**config.mk**
```make
export PLATFORM = sky130hd
export DESIGN_NAME = cms_cell
export DESIGN_NICKNAME = d
export VERILOG_FILES = /design/src/design/cms_pkg.sv /design/src/design/cms_cell.sv
export SDC_FILE = /design/constraint.sdc
export NUM_CORES = 1
export LEC_CHECK = 0
export CAP_MARGIN = 20
export CORE_ASPECT_RATIO = 1.5
export CORE_UTILIZATION = 58
export DETAILED_ROUTE_END_ITERATION = 16
export DONT_BUFFER_PORTS = 1
export PLACE_DENSITY_LB_ADDON = 0.2
export SYNTH_ARGS = -nofsm -noshare
export SYNTH_HDL_FRONTEND = slang
export SYNTH_SLANG_ARGS = --single-unit
export TNS_END_PERCENT = 1
```
**constraint.sdc**
```tcl
create_clock -name clk -period 4.3 [get_ports clk]
set_clock_uncertainty 0.2 [all_clocks]
set_input_delay 0.86 -clock clk [delete_from_list [all_inputs] [get_ports clk]]
set_output_delay 0.86 -clock clk [all_outputs]
set_load 0.02 [all_outputs]
```
**src/design/cms_pkg.sv**
```systemverilog
`default_nettype none
// ----------------------------------------------------------------------------
// cms_pkg
// Shared types and constants for the cluster makespan scheduler: time
// widths, controller states and the request broadcast to the cell row.
// ----------------------------------------------------------------------------
package cms_pkg;

    localparam int unsigned MAX_PROCESSORS_DEF = 64;
    localparam int unsigned TIME_W             = 32;
    localparam int unsigned FIELD_W            = 31;
    localparam int unsigned CFG_W              = 7;

    typedef logic [TIME_W-1:0] time_t;

    typedef enum logic [1:0] {
        ST_IDLE,
        ST_CALC,
        ST_APPLY
    } state_t;

    typedef struct packed {
        logic  apply;
        logic  replace;
        time_t value;
    } cell_ctl_t;

endpackage
`default_nettype wire

```
**src/design/cms_cell.sv**
```systemverilog
`default_nettype none
// ----------------------------------------------------------------------------
// cms_cell
// One slot of the sorted free-time row. Takes its neighbors' values and
// moves to its new place on an insert or a replace-earliest request.
// ----------------------------------------------------------------------------
module cms_cell #(
    parameter bit IS_FIRST = 1'b0
) (
    input  wire                logic clk,
    input  wire cms_pkg::cell_ctl_t  ctl,
    input  wire                logic occ_self,
    input  wire                logic occ_next,
    input  wire cms_pkg::time_t      prev_val,
    input  wire cms_pkg::time_t      next_val,
    output cms_pkg::time_t           val
);

    cms_pkg::time_t val_reg;
    cms_pkg::time_t val_next;
    logic           own_lt;
    logic           prev_le;
    logic           r_lt;
    logic           self_le;

    always_comb
    begin
        own_lt  = !occ_self || (ctl.value < val_reg);
        prev_le = IS_FIRST || (ctl.value >= prev_val);
        r_lt    = !occ_next || (ctl.value < next_val);
        self_le = IS_FIRST || (ctl.value >= val_reg);
        val_next = val_reg;
        if (ctl.apply)
        begin
            if (ctl.replace)
            begin
                if (r_lt)
                begin
                    val_next = self_le ? ctl.value : val_reg;
                end
                else
                begin
                    val_next = next_val;
                end
            end
            else
            begin
                if (own_lt)
                begin
                    val_next = prev_le ? ctl.value : prev_val;
                end
            end
        end
    end

    always_ff @(posedge clk)
    begin
        val_reg <= val_next;
    end

    assign val = val_reg;

endmodule
`default_nettype wire

```
# Word level (Yosys, flattened, before mapping)
# Index checks and enable logic that the tools add are counted.
[word_totals]
word_cells = 17
ff_bits = 32
out_inout_bits = 32
input_bits = 101
[op_classes]
n_reduce_logical = 6
muxes = 5
n_eq_ne = 1
magnitude_cmp = 4
[op_table]
columns = ["operator", "count"]
rows = [
  ["32-bit two-way mux", 5],
  ["32-bit greater-or-equal comparator", 2],
  ["32-bit < comparator", 2],
  ["3-bit by 2-bit inequality test with 1-bit output (second input constant)", 1],
  ["3-bit AND reduction", 1],
  ["1-bit zero test", 2],
  ["1-bit logical OR", 2],
  ["2-bit nonzero test", 1],
]

# Longest topological paths before layout
# Gate-level depths: netlist of the first run.
[logic_depth]
word_depth = 4
ltp_mapped = 10
depth_no_buf = 9

# Worst setup path before layout of the first run
# No wires, ideal clock.
[synth_timing]
kind = "in2reg"
from = "input ctl[5] (netlist bit)"
to = "register val_reg[0], in the netlist val[0] (enable)"
setup_ns = 0.393
slack_ns = 0.548
t_arrival_ns = 3.159
path_buffers = 0
path_stages = 7
cell_sequence = "ha_1 a211oi_2 nor2_1 a2111o_1 a211o_1 a211oi_2 o311a_1"
[synth_via]
elab_chain_len = 4
[synth_rtl]
columns = ["item", "line", "text"]
rows = [
  ["start, declared", "cms_cell.sv:11", "input wire cms_pkg::cell_ctl_t ctl,"],
  ["32-bit < comparator, on equally long branches", "cms_cell.sv:30, cms_cell.sv:28", ""],
  ["1-bit logical OR, on equally long branches", "cms_cell.sv:30, cms_cell.sv:28", ""],
  ["3-bit by 2-bit inequality test with 1-bit output (no source line) / 2-bit nonzero test (equally long branches)", "-", ""],
  ["3-bit AND reduction (no source line) (*)", "-", ""],
  ["end signal, assigned", "cms_cell.sv:58", "val_reg <= val_next;"],
  ["end, declared", "cms_cell.sv:19", "cms_pkg::time_t val_reg;"],
]
# Mark *: on every way between the ends. The rest lies on a longest branch, timed or not.
# A chain may end at the register's enable or synchronous reset.

# Worst setup path after layout of the first run
[layout_timing]
from = "input prev_val[2]"
to = "register val_reg[23], in the netlist val[23], data pin"
[layout_via]
elab_chain_len = 4
[layout_rtl]
columns = ["item", "line", "text"]
rows = [
  ["start, declared", "cms_cell.sv:14", "input wire cms_pkg::time_t prev_val,"],
  ["32-bit greater-or-equal comparator", "cms_cell.sv:29", "prev_le = IS_FIRST || (ctl.value >= prev_val);"],
  ["32-bit two-way mux", "cms_cell.sv:50", "val_next = prev_le ? ctl.value : prev_val;"],
  ["32-bit two-way mux", "cms_cell.sv:48", "if (own_lt)"],
  ["32-bit two-way mux", "cms_cell.sv:35", "if (ctl.replace)"],
]
# No other way between the ends. The select of a mux whose other input is x is not followed.

==> metrics.txt, run 1 <==
# TYPE chip_impl_metric gauge
chip_impl_metric{name="cts_max_path_buffers",unit=""} 2
chip_impl_metric{name="critical_path.max_stage_delay",unit="ns"} 0.48
chip_impl_metric{name="die_w",unit="um"} 73.5
chip_impl_info{name="yosys-top-cells-count",value="97 x sky130_fd_sc_hd__inv_1, 96 x sky130_fd_sc_hd__mux2i_1, 95 x sky130_fd_sc_hd__ha_1"} 1
chip_impl_metric{name="slew_headroom",unit=""} 0.467
chip_impl_metric{name="antenna_violating_nets_post_route",unit=""} 0
chip_impl_metric{name="setup_repair_bufs_after_cts",unit=""} 0
chip_impl_metric{name="buffer_ports.inserted",unit=""} 0
chip_impl_metric{name="cts_resized",unit=""} 0
chip_impl_metric{name="asr_flop_ratio_synth",unit=""} 0
chip_impl_info{name="criticalPathCategory",value="input pin to flop"} 1
chip_impl_metric{name="worst_ir_drop_vdd",unit="mV"} 0.160
chip_impl_metric{name="syn_avg_cell_area",unit="um2"} 9.22
chip_impl_metric{name="start_util",unit=""} 0.607
chip_impl_metric{name="site_rows",unit=""} 38
chip_impl_metric{name="maxCapViolCount",unit=""} 0
chip_impl_info{name="outcome",value="finished clean"} 1
chip_impl_metric{name="number_of_nets_in_the_layout",unit=""} 681
chip_impl_info{name="synthTopCellsByArea",value="sky130_fd_sc_hd__ha_1 27%, sky130_fd_sc_hd__mux2i_1 22%, sky130_fd_sc_hd__edfxtp_1 22%"} 1
chip_impl_metric{name="synth-warning-count",unit=""} 0
chip_impl_metric{name="gr-total-overflow",unit=""} 0
chip_impl_metric{name="post_synth_num_cell_types",unit=""} 38
chip_impl_metric{name="avgRoutedWirePerCell",unit="um"} 17.9
chip_impl_metric{name="power_density",unit="mW/mm2"} 238
chip_impl_metric{name="switching_power",unit="W"} 0.000409
chip_impl_metric{name="sequential_cell_area",unit="um2"} 961
chip_impl_info{name="synth.most_common_cell",value="sky130_fd_sc_hd__inv_1"} 1
chip_impl_metric{name="p_sw_frac",unit=""} 0.372
chip_impl_metric{name="synth.top_cell.area_share",unit=""} 0.267
chip_impl_info{name="cell_breakdown_of_the_critical_path",value="inv_1 > ha_1 > a211oi_1 > o21ai_0 > a21oi_1 > o21ai_0 > a21oi_4 > buf_4 > mux2i_1 > mux2i_1"} 1
chip_impl_info{name="critPathSlowestCell",value="sky130_fd_sc_hd__a21oi_4"} 1
chip_impl_metric{name="firstDrtPassIters",unit=""} 4
chip_impl_metric{name="num_antenna_cells",unit=""} 0
chip_impl_info{name="synth_flop_type",value="sky130_fd_sc_hd__edfxtp_1"} 1
chip_impl_metric{name="worst_ep_required_time",unit="ns"} 4.16
chip_impl_metric{name="post-route-min-period",unit="ns"} 3.24
chip_impl_metric{name="endpoints_failing_setup",unit=""} 0
chip_impl_metric{name="multiInputGateArea",unit="mm2"} 0.00303
chip_impl_metric{name="dr_total_vias",unit=""} 3471
chip_impl_metric{name="finalCritPeriodShare",unit=""} 0.754
chip_impl_metric{name="number_of_global_route_vias_before_repair",unit=""} 3754
chip_impl_metric{name="finalCoreUtilization",unit=""} 0.630
chip_impl_info{name="cp-start-kind",value="input pin"} 1
chip_impl_metric{name="post_drt_via_cell_ratio",unit=""} 5.92
chip_impl_metric{name="timing.critical_path.arrival",unit="ns"} 3.10
chip_impl_metric{name="share_comb_of_total_power",unit=""} 0.359
chip_impl_metric{name="cts_hold_repair.buffers",unit=""} 0
chip_impl_metric{name="synth-seq-cells",unit=""} 32
chip_impl_metric{name="drt-initial-drc-count",unit=""} 146
chip_impl_metric{name="dpl.cell_count",unit=""} 578
chip_impl_metric{name="design.die.area",unit="mm2"} 0.00803
chip_impl_metric{name="final_hold_viol_count",unit=""} 0
chip_impl_metric{name="cts_max_level",unit=""} 2
chip_impl_metric{name="die_height",unit="um"} 109
chip_impl_metric{name="timing.final.ws_setup",unit="ns"} 1.06
chip_impl_info{name="critical_path.top_delay_family",value="compound AO/OA/AOI/OAI gates"} 1
chip_impl_info{name="holdCritPathClass",value="input pin to flop"} 1
chip_impl_metric{name="syn_area",unit="mm2"} 0.00445
chip_impl_metric{name="finalWirelength",unit="mm"} 10.5
chip_impl_info{name="yosys.area.top_type",value="sky130_fd_sc_hd__ha_1"} 1
chip_impl_metric{name="tritoncts.num_buffers",unit=""} 5
chip_impl_metric{name="layout-area-overhead-vs-synth",unit="%"} 3.72
chip_impl_info{name="tritoncts",value="done"} 1
chip_impl_metric{name="synth-seq-area-share",unit=""} 0.216
chip_impl_metric{name="fmaxAchievable",unit="MHz"} 308
chip_impl_metric{name="top_level_ports",unit=""} 133
chip_impl_metric{name="core_area",unit="mm2"} 0.00732
chip_impl_metric{name="cp.buffers_inverters",unit=""} 2
chip_impl_metric{name="grt_start_max_net_pins",unit=""} 35
chip_impl_metric{name="drcViolationCount",unit=""} 0
chip_impl_metric{name="worstPathMaxFanout",unit=""} 15
chip_impl_metric{name="first_pass_grt_wire_length",unit="mm"} 16.8
chip_impl_metric{name="synthCells",unit=""} 482
chip_impl_metric{name="final_layout_size_suffix_gt1_frac",unit=""} 0.0432
chip_impl_metric{name="fillers",unit=""} 658
chip_impl_metric{name="whs",unit="ns"} 0.568
chip_impl_metric{name="instances_no_fill",unit=""} 586
chip_impl_info{name="setup_repair_after_global_routing_missed_its_margin",value="no"} 1
chip_impl_metric{name="tritoncts_num_sinks",unit=""} 32
chip_impl_metric{name="antenna_violations_before_repair",unit=""} 0
chip_impl_metric{name="hpwl",unit="mm"} 8.46
chip_impl_metric{name="total_leakage_power",unit="nW"} 2.45
chip_impl_metric{name="largest_reg_flops",unit=""} 32
chip_impl_metric{name="detailedPlace.worstSlack",unit="ns"} 0.734
chip_impl_metric{name="p_int",unit="W"} 0.000690
chip_impl_metric{name="tns",unit="ns"} 0
chip_impl_metric{name="seqPwrFrac",unit=""} 0.415
chip_impl_metric{name="synth_fp_nets",unit=""} 678
chip_impl_metric{name="number_of_synthesized_flops_with_an_enable_pin",unit=""} 32
chip_impl_metric{name="clock_power_share",unit=""} 0.226
chip_impl_metric{name="slew_viol_final",unit=""} 0
chip_impl_metric{name="worstMarginPinSlew",unit="ns"} 0.779
chip_impl_metric{name="grtUsageTotal",unit=""} 0.274
chip_impl_metric{name="clkLatencyLatePin",unit="ns"} 0.30
chip_impl_info{name="clock-root-buffer",value="sky130_fd_sc_hd__clkbuf_8"} 1
chip_impl_metric{name="routabilityCongestion",unit=""} 0.838
chip_impl_metric{name="cts.clk_slew.worst_paths",unit="ns"} 0.08
chip_impl_info{name="cp-end-kind",value="flop"} 1
[cell usage in the layout, fill, tap and decap left out, drive strengths merged]
| master | netlist | routed |
|---|---|---|
| inv | 97 | 97 |
| mux2i | 96 | 96 |
| ha | 95 | 95 |
| a21oi | 36 | 36 |
| edfxtp | 32 | 32 |
| nand2 | 26 | 26 |
| o21ai | 20 | 20 |
| nor2 | 13 | 13 |
| nand3 | 10 | 10 |
| nand4 | 8 | 8 |
| buf | 6 | 6 |
| and4 | 5 | 5 |
| a21o | 5 | 5 |
| clkbuf | 4 | 5 |
| a211oi | 4 | 4 |
| nor2b | 3 | 3 |
| nor3 | 3 | 3 |
| a221o | 3 | 3 |
| clkinv | 0 | 3 |
| and3 | 2 | 2 |
| a221oi | 2 | 2 |
| or4 | 1 | 1 |
| a2111oi | 1 | 1 |
| nand4b | 1 | 1 |
| o311a | 1 | 1 |
| nand2b | 1 | 1 |
| a41oi | 1 | 1 |
| o31ai | 1 | 1 |
| and2 | 1 | 1 |
| a22oi | 1 | 1 |
| nor4 | 1 | 1 |
| a2111o | 1 | 1 |
| a211o | 1 | 1 |
[final timing paths]
| kind | slack (ns) | depth (start not counted) | startpoint | endpoint |
|---|---|---|---|---|
| max | 1.06 | 10 | prev_val[2] | val[23] |
| min | 0.57 | 1 | ctl[32] | val[21] |
| max reg2reg | 1.18 | 9 | val[5] | val[4] |
| min reg2reg | 1.30 | 6 | val[0] | val[16] |
[worst register-to-register path, stage by stage (launching register included)]
cell and delay (ns):
sky130_fd_sc_hd__edfxtp_1 0.47, sky130_fd_sc_hd__inv_1 0.07, sky130_fd_sc_hd__ha_1 0.31, sky130_fd_sc_hd__a211oi_2 0.22, sky130_fd_sc_hd__nor2_1 0.09, sky130_fd_sc_hd__a2111o_1 0.36
sky130_fd_sc_hd__a211o_1 0.32, sky130_fd_sc_hd__a211oi_2 0.26, sky130_fd_sc_hd__o311a_1 0.19, sky130_fd_sc_hd__buf_4 0.31
[cell type report]
cell class / count / area share
well taps: 100 / 0.0271
clock inverters: 3 / 0.00299
flip-flops and latches: 32 / 0.208
inverters: 97 / 0.0790
clock buffers: 5 / 0.0149
repair buffers: 6 / 0.00977
multi-input cells: 343 / 0.658
[power by group through the flow]
stage | combinational, W | clock (W) | sequential [W]
floorplan | 0.000329 | 0 | 0.000456
global placement | 0.000381 | 0 | 0.000463
detailed placement | 0.000395 | 0 | 0.000464
CTS | 0.000398 | 0.000255 | 0.000457
global route | 0.000450 | 0.000259 | 0.000462
finish | 0.000395 | 0.000248 | 0.000456
[layer usage]
layer,track usage,wire (um),vias up,share of wire
met5,0,0,-,0
met4,0.118,281,0,0.027
met3,0.0786,788,22,0.075
met2,0.516,5540,118,0.53
met1,0.272,3870,1606,0.37
li1,-,-,1725,-
[logic make-up after synthesis]
kind of cell	count (synthesis)	synth area share
buffers and inverters	107	0.103
muxes	96	0.216
adders and majority gates	95	0.267
AOI/OAI and AO/OA	77	0.113
and+or+nand+nor	75	0.0836
DFF	32	0.216
[through the flow]
step	total power (W)	instance area, um2
detailed placement	0.000859	4530
finish	0.00110	4610
CTS	0.00111	4610
global route	0.00117	4610
floorplan	0.000785	4450
global placement	0.000844	4530
Power figures use the tool's default switching activity.
==> run 2: changes to the inputs <==
--- a/config.mk
+++ b/config.mk
@@ -5,6 +5,7 @@
 export SDC_FILE = /design/constraint.sdc
 export NUM_CORES = 1
 export LEC_CHECK = 0
+export ABC_AREA = 1
 export CAP_MARGIN = 20
 export CORE_ASPECT_RATIO = 1.5
 export CORE_UTILIZATION = 58
==> constraint.sdc (replaced) <==
create_clock -name clk -period 3 [get_ports clk]
set_clock_uncertainty 0.2 [all_clocks]
set_input_delay 0.6 -clock clk [delete_from_list [all_inputs] [get_ports clk]]
set_output_delay 0.6 -clock clk [all_outputs]
set_load 0.02 [all_outputs]
==> run 2 against run 1 <==
  * Combinational power is 68% higher
  * Cell count up 40%
  * Non-clock buffer count increased by 7
  * Critical endpoint is now val[6]
  * Highest routed layer unchanged
==> metrics.txt, run 2 <==
# TYPE chip_impl_metric gauge
chip_impl_info{name="cell_breakdown_of_the_critical_path",value="inv_1 > ha_1 > nand2_1 > nor4_1 > nand4_1 > nand2_1 > nor2_1 > a21oi_4 > buf_4"} 1
chip_impl_info{name="mostFrequentLayoutCells",value="172 x sky130_fd_sc_hd__nand2_1, 146 x sky130_fd_sc_hd__inv_1, 101 x sky130_fd_sc_hd__nand3_1"} 1
chip_impl_info{name="synth_top_family_by_area",value="simple AND/OR/NAND/NOR gates"} 1
chip_impl_info{name="cp-end-kind",value="flop"} 1
chip_impl_metric{name="tritoncts_num_sinks",unit=""} 32
chip_impl_info{name="tritoncts",value="done"} 1
chip_impl_metric{name="p_sw_frac",unit=""} 0.387
chip_impl_metric{name="p_int",unit="W"} 0.00112
chip_impl_metric{name="die_height",unit="um"} 113
chip_impl_metric{name="whs",unit="ns"} 0.335
chip_impl_metric{name="hpwl",unit="mm"} 10.4
chip_impl_metric{name="critical_path.max_stage_delay",unit="ns"} 0.56
chip_impl_metric{name="syn_area",unit="mm2"} 0.00479
chip_impl_info{name="critPathSlowestCell",value="sky130_fd_sc_hd__nor4_1"} 1
chip_impl_metric{name="first_pass_grt_wire_length",unit="mm"} 22.0
chip_impl_metric{name="avgRoutedWirePerCell",unit="um"} 17.1
chip_impl_metric{name="synthCells",unit=""} 721
chip_impl_metric{name="yosys.area_share.adder",unit=""} 0.248
chip_impl_metric{name="slew_viol_final",unit=""} 0
chip_impl_metric{name="synth_fp_nets",unit=""} 917
chip_impl_metric{name="dr_total_vias",unit=""} 4857
chip_impl_metric{name="slew_headroom",unit=""} 0.615
chip_impl_metric{name="synth-warning-count",unit=""} 0
chip_impl_metric{name="post-route-min-period",unit="ns"} 2.72
chip_impl_metric{name="finalCritPeriodShare",unit=""} 0.908
chip_impl_metric{name="cts_resized",unit=""} 0
chip_impl_info{name="outcome",value="finished clean"} 1
chip_impl_metric{name="tritoncts.num_buffers",unit=""} 5
chip_impl_metric{name="layout-area-overhead-vs-synth",unit="%"} 5.30
chip_impl_metric{name="maxCapViolCount",unit=""} 0
chip_impl_metric{name="site_rows",unit=""} 40
chip_impl_metric{name="synth-compound-area-share",unit=""} 0.0720
chip_impl_metric{name="cts_hold_repair.buffers",unit=""} 0
chip_impl_metric{name="worst_ep_required_time",unit="ns"} 2.78
chip_impl_metric{name="design.die.area",unit="mm2"} 0.00864
chip_impl_metric{name="grtUsageTotal",unit=""} 0.323
chip_impl_metric{name="tns",unit="ns"} 0
chip_impl_metric{name="grt_start_max_net_pins",unit=""} 36
chip_impl_metric{name="core_area",unit="mm2"} 0.00801
chip_impl_metric{name="fillers",unit=""} 768
chip_impl_info{name="layout.cells.most_common",value="sky130_fd_sc_hd__nand2_1"} 1
chip_impl_metric{name="drt-initial-drc-count",unit=""} 281
chip_impl_metric{name="firstDrtPassIters",unit=""} 5
chip_impl_metric{name="gr-total-overflow",unit=""} 0
chip_impl_info{name="crit_path_frequent_cell",value="sky130_fd_sc_hd__nand2_1"} 1
chip_impl_metric{name="number_of_synthesized_flops_with_an_enable_pin",unit=""} 32
chip_impl_metric{name="number_of_nets_in_the_layout",unit=""} 908
chip_impl_metric{name="antenna_violations_before_repair",unit=""} 0
chip_impl_info{name="yosys.area.top_type",value="sky130_fd_sc_hd__ha_1"} 1
chip_impl_metric{name="cts_max_path_buffers",unit=""} 2
chip_impl_metric{name="final_layout_size_suffix_gt1_frac",unit=""} 0.0421
chip_impl_metric{name="start_util",unit=""} 0.599
chip_impl_metric{name="synth-seq-area-share",unit=""} 0.200
chip_impl_metric{name="finalCoreUtilization",unit=""} 0.630
chip_impl_metric{name="die_w",unit="um"} 76.2
chip_impl_metric{name="post_synth_num_cell_types",unit=""} 26
chip_impl_info{name="synth_flop_type",value="sky130_fd_sc_hd__edfxtp_1"} 1
chip_impl_info{name="synth.most_common_cell",value="sky130_fd_sc_hd__nand2_1"} 1
chip_impl_metric{name="post_drt_via_cell_ratio",unit=""} 5.94
chip_impl_metric{name="post-route-cell-area",unit="mm2"} 0.00505
chip_impl_info{name="cp-start-kind",value="flop"} 1
chip_impl_metric{name="asr_flop_ratio_synth",unit=""} 0
chip_impl_metric{name="finalWirelength",unit="mm"} 14.0
chip_impl_info{name="yosys-top-cells-count",value="172 x sky130_fd_sc_hd__nand2_1, 146 x sky130_fd_sc_hd__inv_1, 101 x sky130_fd_sc_hd__nand3_1"} 1
chip_impl_metric{name="top_level_ports",unit=""} 133
chip_impl_metric{name="share_comb_of_total_power",unit=""} 0.362
chip_impl_metric{name="number_of_global_route_vias_before_repair",unit=""} 4817
chip_impl_metric{name="syn_avg_cell_area",unit="um2"} 6.65
chip_impl_metric{name="setup_repair_bufs_after_cts",unit=""} 0
chip_impl_info{name="criticalPathCategory",value="flop to flop"} 1
chip_impl_metric{name="seqPwrFrac",unit=""} 0.360
chip_impl_metric{name="placed_area",unit="mm2"} 0.00491
chip_impl_metric{name="worstMarginPinSlew",unit="ns"} 0.572
chip_impl_metric{name="timing.critical_path.arrival",unit="ns"} 2.51
chip_impl_metric{name="total_leakage_power",unit="nW"} 2.88
chip_impl_metric{name="synth.area.mux_share",unit=""} 0
chip_impl_metric{name="final_hold_viol_count",unit=""} 0
chip_impl_metric{name="synth_area_in_xor_xnor",unit=""} 0
chip_impl_metric{name="synth.top_cell.area_share",unit=""} 0.248
chip_impl_metric{name="drcViolationCount",unit=""} 0
chip_impl_metric{name="clock_power_share",unit=""} 0.277
chip_impl_info{name="clock-root-buffer",value="sky130_fd_sc_hd__clkbuf_16"} 1
chip_impl_metric{name="synth-seq-cells",unit=""} 32
chip_impl_metric{name="post-layout-total-power",unit="W"} 0.00183
chip_impl_metric{name="switching_power",unit="W"} 0.000710
chip_impl_metric{name="fmaxAchievable",unit="MHz"} 367
chip_impl_metric{name="antenna_violating_nets_post_route",unit=""} 0
chip_impl_metric{name="num_antenna_cells",unit=""} 0
chip_impl_metric{name="cts_max_level",unit=""} 2
chip_impl_metric{name="endpoints_failing_setup",unit=""} 0
chip_impl_metric{name="worst_ir_drop_vdd",unit="mV"} 0.278
chip_impl_metric{name="post_synth_and_or_nand_nor_area_fraction",unit=""} 0.336
chip_impl_metric{name="buffer_ports.inserted",unit=""} 0
chip_impl_metric{name="cts.clk_slew.worst_paths",unit="ns"} 0.05
chip_impl_info{name="holdCritPathClass",value="input pin to flop"} 1
chip_impl_metric{name="worstPathMaxFanout",unit=""} 10
chip_impl_info{name="synthTopCellsByArea",value="sky130_fd_sc_hd__ha_1 25%, sky130_fd_sc_hd__edfxtp_1 20%, sky130_fd_sc_hd__nand2_1 13%"} 1
chip_impl_metric{name="routabilityCongestion",unit=""} 0.898
chip_impl_metric{name="largest_reg_flops",unit=""} 32
chip_impl_metric{name="power_density",unit="mW/mm2"} 363
chip_impl_metric{name="clkLatencyLatePin",unit="ns"} 0.28
chip_impl_info{name="setup_repair_after_global_routing_missed_its_margin",value="no"} 1
run 2: changes by cell type after synthesis, moves of 4 or more:
| cell | change |
|---|---|
| sky130_fd_sc_hd__a21oi_1 | +11 |
| sky130_fd_sc_hd__and4_1 | -5 |
| sky130_fd_sc_hd__buf_2 | +12 |
| sky130_fd_sc_hd__clkbuf_1 | +9 |
| sky130_fd_sc_hd__inv_1 | +49 |
| sky130_fd_sc_hd__mux2i_1 | -96 |
| sky130_fd_sc_hd__nand2_1 | +146 |
| sky130_fd_sc_hd__nand2_2 | +4 |
| sky130_fd_sc_hd__nand3_1 | +91 |
| sky130_fd_sc_hd__nand4_1 | +29 |
| sky130_fd_sc_hd__nor2_1 | +12 |
run 2: cell families after synthesis:
group                    Yosys count
AND/OR/NAND/NOR                  352
buffers and inverters            176
adder cells (fa/ha/maj)           95
AO/OA/AOI/OAI                     66
flip-flops                        32
run 2: power by group through the flow:
stage | registers (W) | clock network (W) | logic, W
6_report | 0.000661 | 0.000509 | 0.000664
5_1_grt | 0.000665 | 0.000528 | 0.000757
4_1_cts | 0.000661 | 0.000515 | 0.000661
3_5_place_dp | 0.000671 | 0 | 0.000656
3_3_place_gp | 0.000669 | 0 | 0.000628
2_1_floorplan | 0.000656 | 0 | 0.000507
run 2: area by class of cell:
class / count / area, um2 / area share
Clock inverter: 1 / 3.75 / 0.000744
Inverter: 147 / 552 / 0.109
Sequential cell: 32 / 961 / 0.190
Tap cell: 105 / 131 / 0.0260
Timing Repair Buffer: 13 / 110 / 0.0218
Clock buffer: 7 / 133 / 0.0263
Multi-Input combinational cell: 513 / 3160 / 0.625
run 2: metal layers:
metal / vias to the layer above / track usage / wire [um]
met5: - / 0 / 0
met2: 227 / 0.602 / 7280
li1: 2366 / - / -
met3: 38 / 0.0597 / 1030
met1: 2226 / 0.332 / 5160
met4: 0 / 0.190 / 510
run 2: worst max-delay path, delay by kind of cell (launching register included):
family                   cells  cell delay [ns]
flip-flops                   1             0.47
buffers and inverters        2             0.31
adder cells (fa/ha/maj)      1             0.29
AO/OA/AOI/OAI                1             0.18
AND/OR/NAND/NOR              5             0.97
run 2: path summary, 6_finish.rpt:
check | depth (start not counted) | to | slack (ns) | from
worst min-delay path | 2 | val[15] | 0.34 | ctl[32]
worst min register to register | 12 | val[24] | 1.43 | val[15]
worst max register to register | 9 | val[6] | 0.28 | val[7]
worst max-delay path | 9 | val[6] | 0.28 | val[7]
run 2: metrics by stage:
stage	setup WS (ns)	cells
detailed placement	0.252	810
finish	0.276	818
global placement	0.281	810
floorplan	0.0716	721
global route	0.141	818
CTS	0.269	818
==> run 3: changes to the inputs <==
--- a/config.mk
+++ b/config.mk
@@ -12,6 +12,7 @@
 export DETAILED_ROUTE_END_ITERATION = 16
 export DONT_BUFFER_PORTS = 1
 export PLACE_DENSITY_LB_ADDON = 0.2
+export SETUP_SLACK_MARGIN = 0.3
 export SYNTH_ARGS = -nofsm -noshare
 export SYNTH_HDL_FRONTEND = slang
 export SYNTH_SLANG_ARGS = --single-unit
==> run 3 against run 2 <==
  * Critical path depth is 1 higher
  * Fmax grew 2.2%
  * First-iteration DRC count down 1.1%
  * Combinational power up 14%
  * Power rose by 5.5%
  * Worst setup slack improved by 0.058 ns
  * Routed wire length rose by 3.5%
  * Cell count up 0.61%
  * Global-route usage rose by 0.99 points
  * Largest power group unchanged
  * Highest routed layer unchanged
==> metrics.txt, run 3 (synthesis gave the netlist of run 2 again) <==
# TYPE chip_impl_metric gauge
chip_impl_metric{name="post-route-cell-area",unit="mm2"} 0.00541
chip_impl_metric{name="gr-total-overflow",unit=""} 0
chip_impl_metric{name="worstMarginPinSlew",unit="ns"} 0.408
chip_impl_metric{name="number_of_nets_in_the_layout",unit=""} 913
chip_impl_metric{name="core_area",unit="mm2"} 0.00801
chip_impl_metric{name="cts_hold_repair.buffers",unit=""} 0
chip_impl_metric{name="cts.clk_slew.worst_paths",unit="ns"} 0.06
chip_impl_metric{name="tns",unit="ns"} 0
chip_impl_metric{name="clkLatencyLatePin",unit="ns"} 0.29
chip_impl_metric{name="site_rows",unit=""} 40
chip_impl_metric{name="maxCapViolCount",unit=""} 0
chip_impl_metric{name="final_hold_viol_count",unit=""} 0
chip_impl_metric{name="fillers",unit=""} 723
chip_impl_metric{name="largest_reg_flops",unit=""} 32
chip_impl_info{name="cp-end-kind",value="flop"} 1
chip_impl_metric{name="total_leakage_power",unit="nW"} 2.94
chip_impl_metric{name="number_of_global_route_vias_before_repair",unit=""} 4862
chip_impl_metric{name="num_antenna_cells",unit=""} 0
chip_impl_metric{name="avgRoutedWirePerCell",unit="um"} 17.6
chip_impl_metric{name="sequential_cell_area",unit="um2"} 961
chip_impl_metric{name="final_layout_size_suffix_gt1_frac",unit=""} 0.113
chip_impl_info{name="outcome",value="finished clean"} 1
chip_impl_info{name="tritoncts",value="done"} 1
chip_impl_metric{name="multiInputGateArea",unit="mm2"} 0.00342
chip_impl_metric{name="post-layout-total-power",unit="W"} 0.00193
chip_impl_metric{name="dr_total_vias",unit=""} 4947
chip_impl_metric{name="tritoncts.num_buffers",unit=""} 5
chip_impl_metric{name="endpoints_failing_setup",unit=""} 0
chip_impl_metric{name="worstPathMaxFanout",unit=""} 6
chip_impl_metric{name="slew_viol_final",unit=""} 0
chip_impl_metric{name="worst_ep_required_time",unit="ns"} 2.81
chip_impl_metric{name="firstDrtPassIters",unit=""} 7
chip_impl_info{name="setup_repair_after_global_routing_missed_its_margin",value="yes"} 1
chip_impl_metric{name="routabilityCongestion",unit=""} 0.919
chip_impl_metric{name="antenna_violations_before_repair",unit=""} 0
chip_impl_info{name="layout.cells.most_common",value="sky130_fd_sc_hd__nand2_1"} 1
chip_impl_metric{name="top_level_ports",unit=""} 133
chip_impl_info{name="clock-root-buffer",value="sky130_fd_sc_hd__clkbuf_16"} 1
chip_impl_metric{name="post_drt_via_cell_ratio",unit=""} 6.01
chip_impl_metric{name="antenna_violating_nets_post_route",unit=""} 0
chip_impl_metric{name="layout-area-overhead-vs-synth",unit="%"} 12.8
chip_impl_metric{name="cts_max_level",unit=""} 2
chip_impl_info{name="holdCritPathClass",value="input pin to flop"} 1
chip_impl_metric{name="cts_max_path_buffers",unit=""} 2
chip_impl_metric{name="r2r_setup_slack",unit="ns"} 0.33
chip_impl_metric{name="tritoncts_num_sinks",unit=""} 32
chip_impl_metric{name="drt-initial-drc-count",unit=""} 278
chip_impl_info{name="criticalPathCategory",value="flop to flop"} 1
chip_impl_metric{name="hpwl",unit="mm"} 10.5
chip_impl_metric{name="fmaxAchievable",unit="MHz"} 375
chip_impl_metric{name="design.die.area",unit="mm2"} 0.00864
chip_impl_metric{name="die_w",unit="um"} 76.2
chip_impl_metric{name="whs",unit="ns"} 0.330
chip_impl_metric{name="timing.critical_path.arrival",unit="ns"} 2.47
chip_impl_metric{name="worst_ir_drop_vdd",unit="mV"} 0.234
chip_impl_metric{name="grtUsageTotal",unit=""} 0.332
chip_impl_metric{name="power_density",unit="mW/mm2"} 358
chip_impl_info{name="cp-start-kind",value="flop"} 1
chip_impl_metric{name="grt_start_max_net_pins",unit=""} 36
chip_impl_metric{name="die_height",unit="um"} 113
chip_impl_metric{name="first_pass_grt_wire_length",unit="mm"} 22.6
chip_impl_info{name="mostFrequentLayoutCells",value="167 x sky130_fd_sc_hd__nand2_1, 133 x sky130_fd_sc_hd__inv_1, 98 x sky130_fd_sc_hd__nand3_1"} 1
chip_impl_metric{name="drcViolationCount",unit=""} 0
chip_impl_metric{name="finalWirelength",unit="mm"} 14.5
chip_impl_metric{name="start_util",unit=""} 0.599
chip_impl_metric{name="finalCoreUtilization",unit=""} 0.675
chip_impl_metric{name="finalCritPeriodShare",unit=""} 0.889
chip_impl_metric{name="placed_area",unit="mm2"} 0.00503
chip_impl_metric{name="slew_headroom",unit=""} 0.728
chip_impl_metric{name="buffer_ports.inserted",unit=""} 0
chip_impl_metric{name="post-route-min-period",unit="ns"} 2.67
## run 3: cell count changes in the layout (fill, tap and decap cells not counted), moves of 4 or more
cell	delta
sky130_fd_sc_hd__nand2_1	-5
sky130_fd_sc_hd__a21oi_1	-6
sky130_fd_sc_hd__ha_4	+13
sky130_fd_sc_hd__inv_2	+10
sky130_fd_sc_hd__a21oi_2	+5
sky130_fd_sc_hd__inv_1	-13
sky130_fd_sc_hd__nand2_2	+4
sky130_fd_sc_hd__ha_1	-13
## run 3: power by group
part	leakage, nW	switching (W)	internal (W)
logic	2.56	0.000455	0.000302
clock network	0.0655	0.000211	0.000306
registers	0.307	0.0000932	0.000567
## run 3: through the flow
step | setup WS [ns] | std cells
4_1_cts | 0.322 | 819
3_3_place_gp | 0.281 | 811
6_report | 0.333 | 823
3_5_place_dp | 0.220 | 811
5_1_grt | 0.261 | 823
2_1_floorplan | 0.110 | 721
## run 3: cell type report
class,count,area share
multi-input combinational,513,0.633
sequential,32,0.178
inverter,147,0.105
timing repair buffer,18,0.0343
clock buffer,7,0.0245
tap,105,0.0243
clock inverter,1,0.000694
## run 3: worst paths after layout
check	to	from	cells after the start
setup reg to reg	val[20]	val[1]	10
hold reg to reg	val[11]	val[7]	12
setup / recovery	val[20]	val[1]	10
hold / removal	val[7]	ctl[32]	2
## run 3: critical path: stages, from the launching register on
cell	delay, ns
sky130_fd_sc_hd__edfxtp_1	0.50
sky130_fd_sc_hd__inv_2	0.08
sky130_fd_sc_hd__ha_4	0.28
sky130_fd_sc_hd__nand2_1	0.08
sky130_fd_sc_hd__nor4_4	0.32
sky130_fd_sc_hd__buf_4	0.17
sky130_fd_sc_hd__nand4_1	0.06
sky130_fd_sc_hd__nand2_1	0.06
sky130_fd_sc_hd__nor2_1	0.07
sky130_fd_sc_hd__a21oi_4	0.32
sky130_fd_sc_hd__clkbuf_16	0.23
## run 3: per-layer routing
metal  share of wire  track usage
met5               0            0
met2            0.52        0.629
met1            0.37        0.343
met4           0.045        0.182
met3           0.069       0.0573
## run 3: timing repair
| action | CTS | global route |
|---|---|---|
| gates resized for setup | 0 | 40 |
| hold endpoints to repair | 0 | 0 |
| setup buffers | 0 | 1 |
| setup endpoints to repair | 0 | 32 |
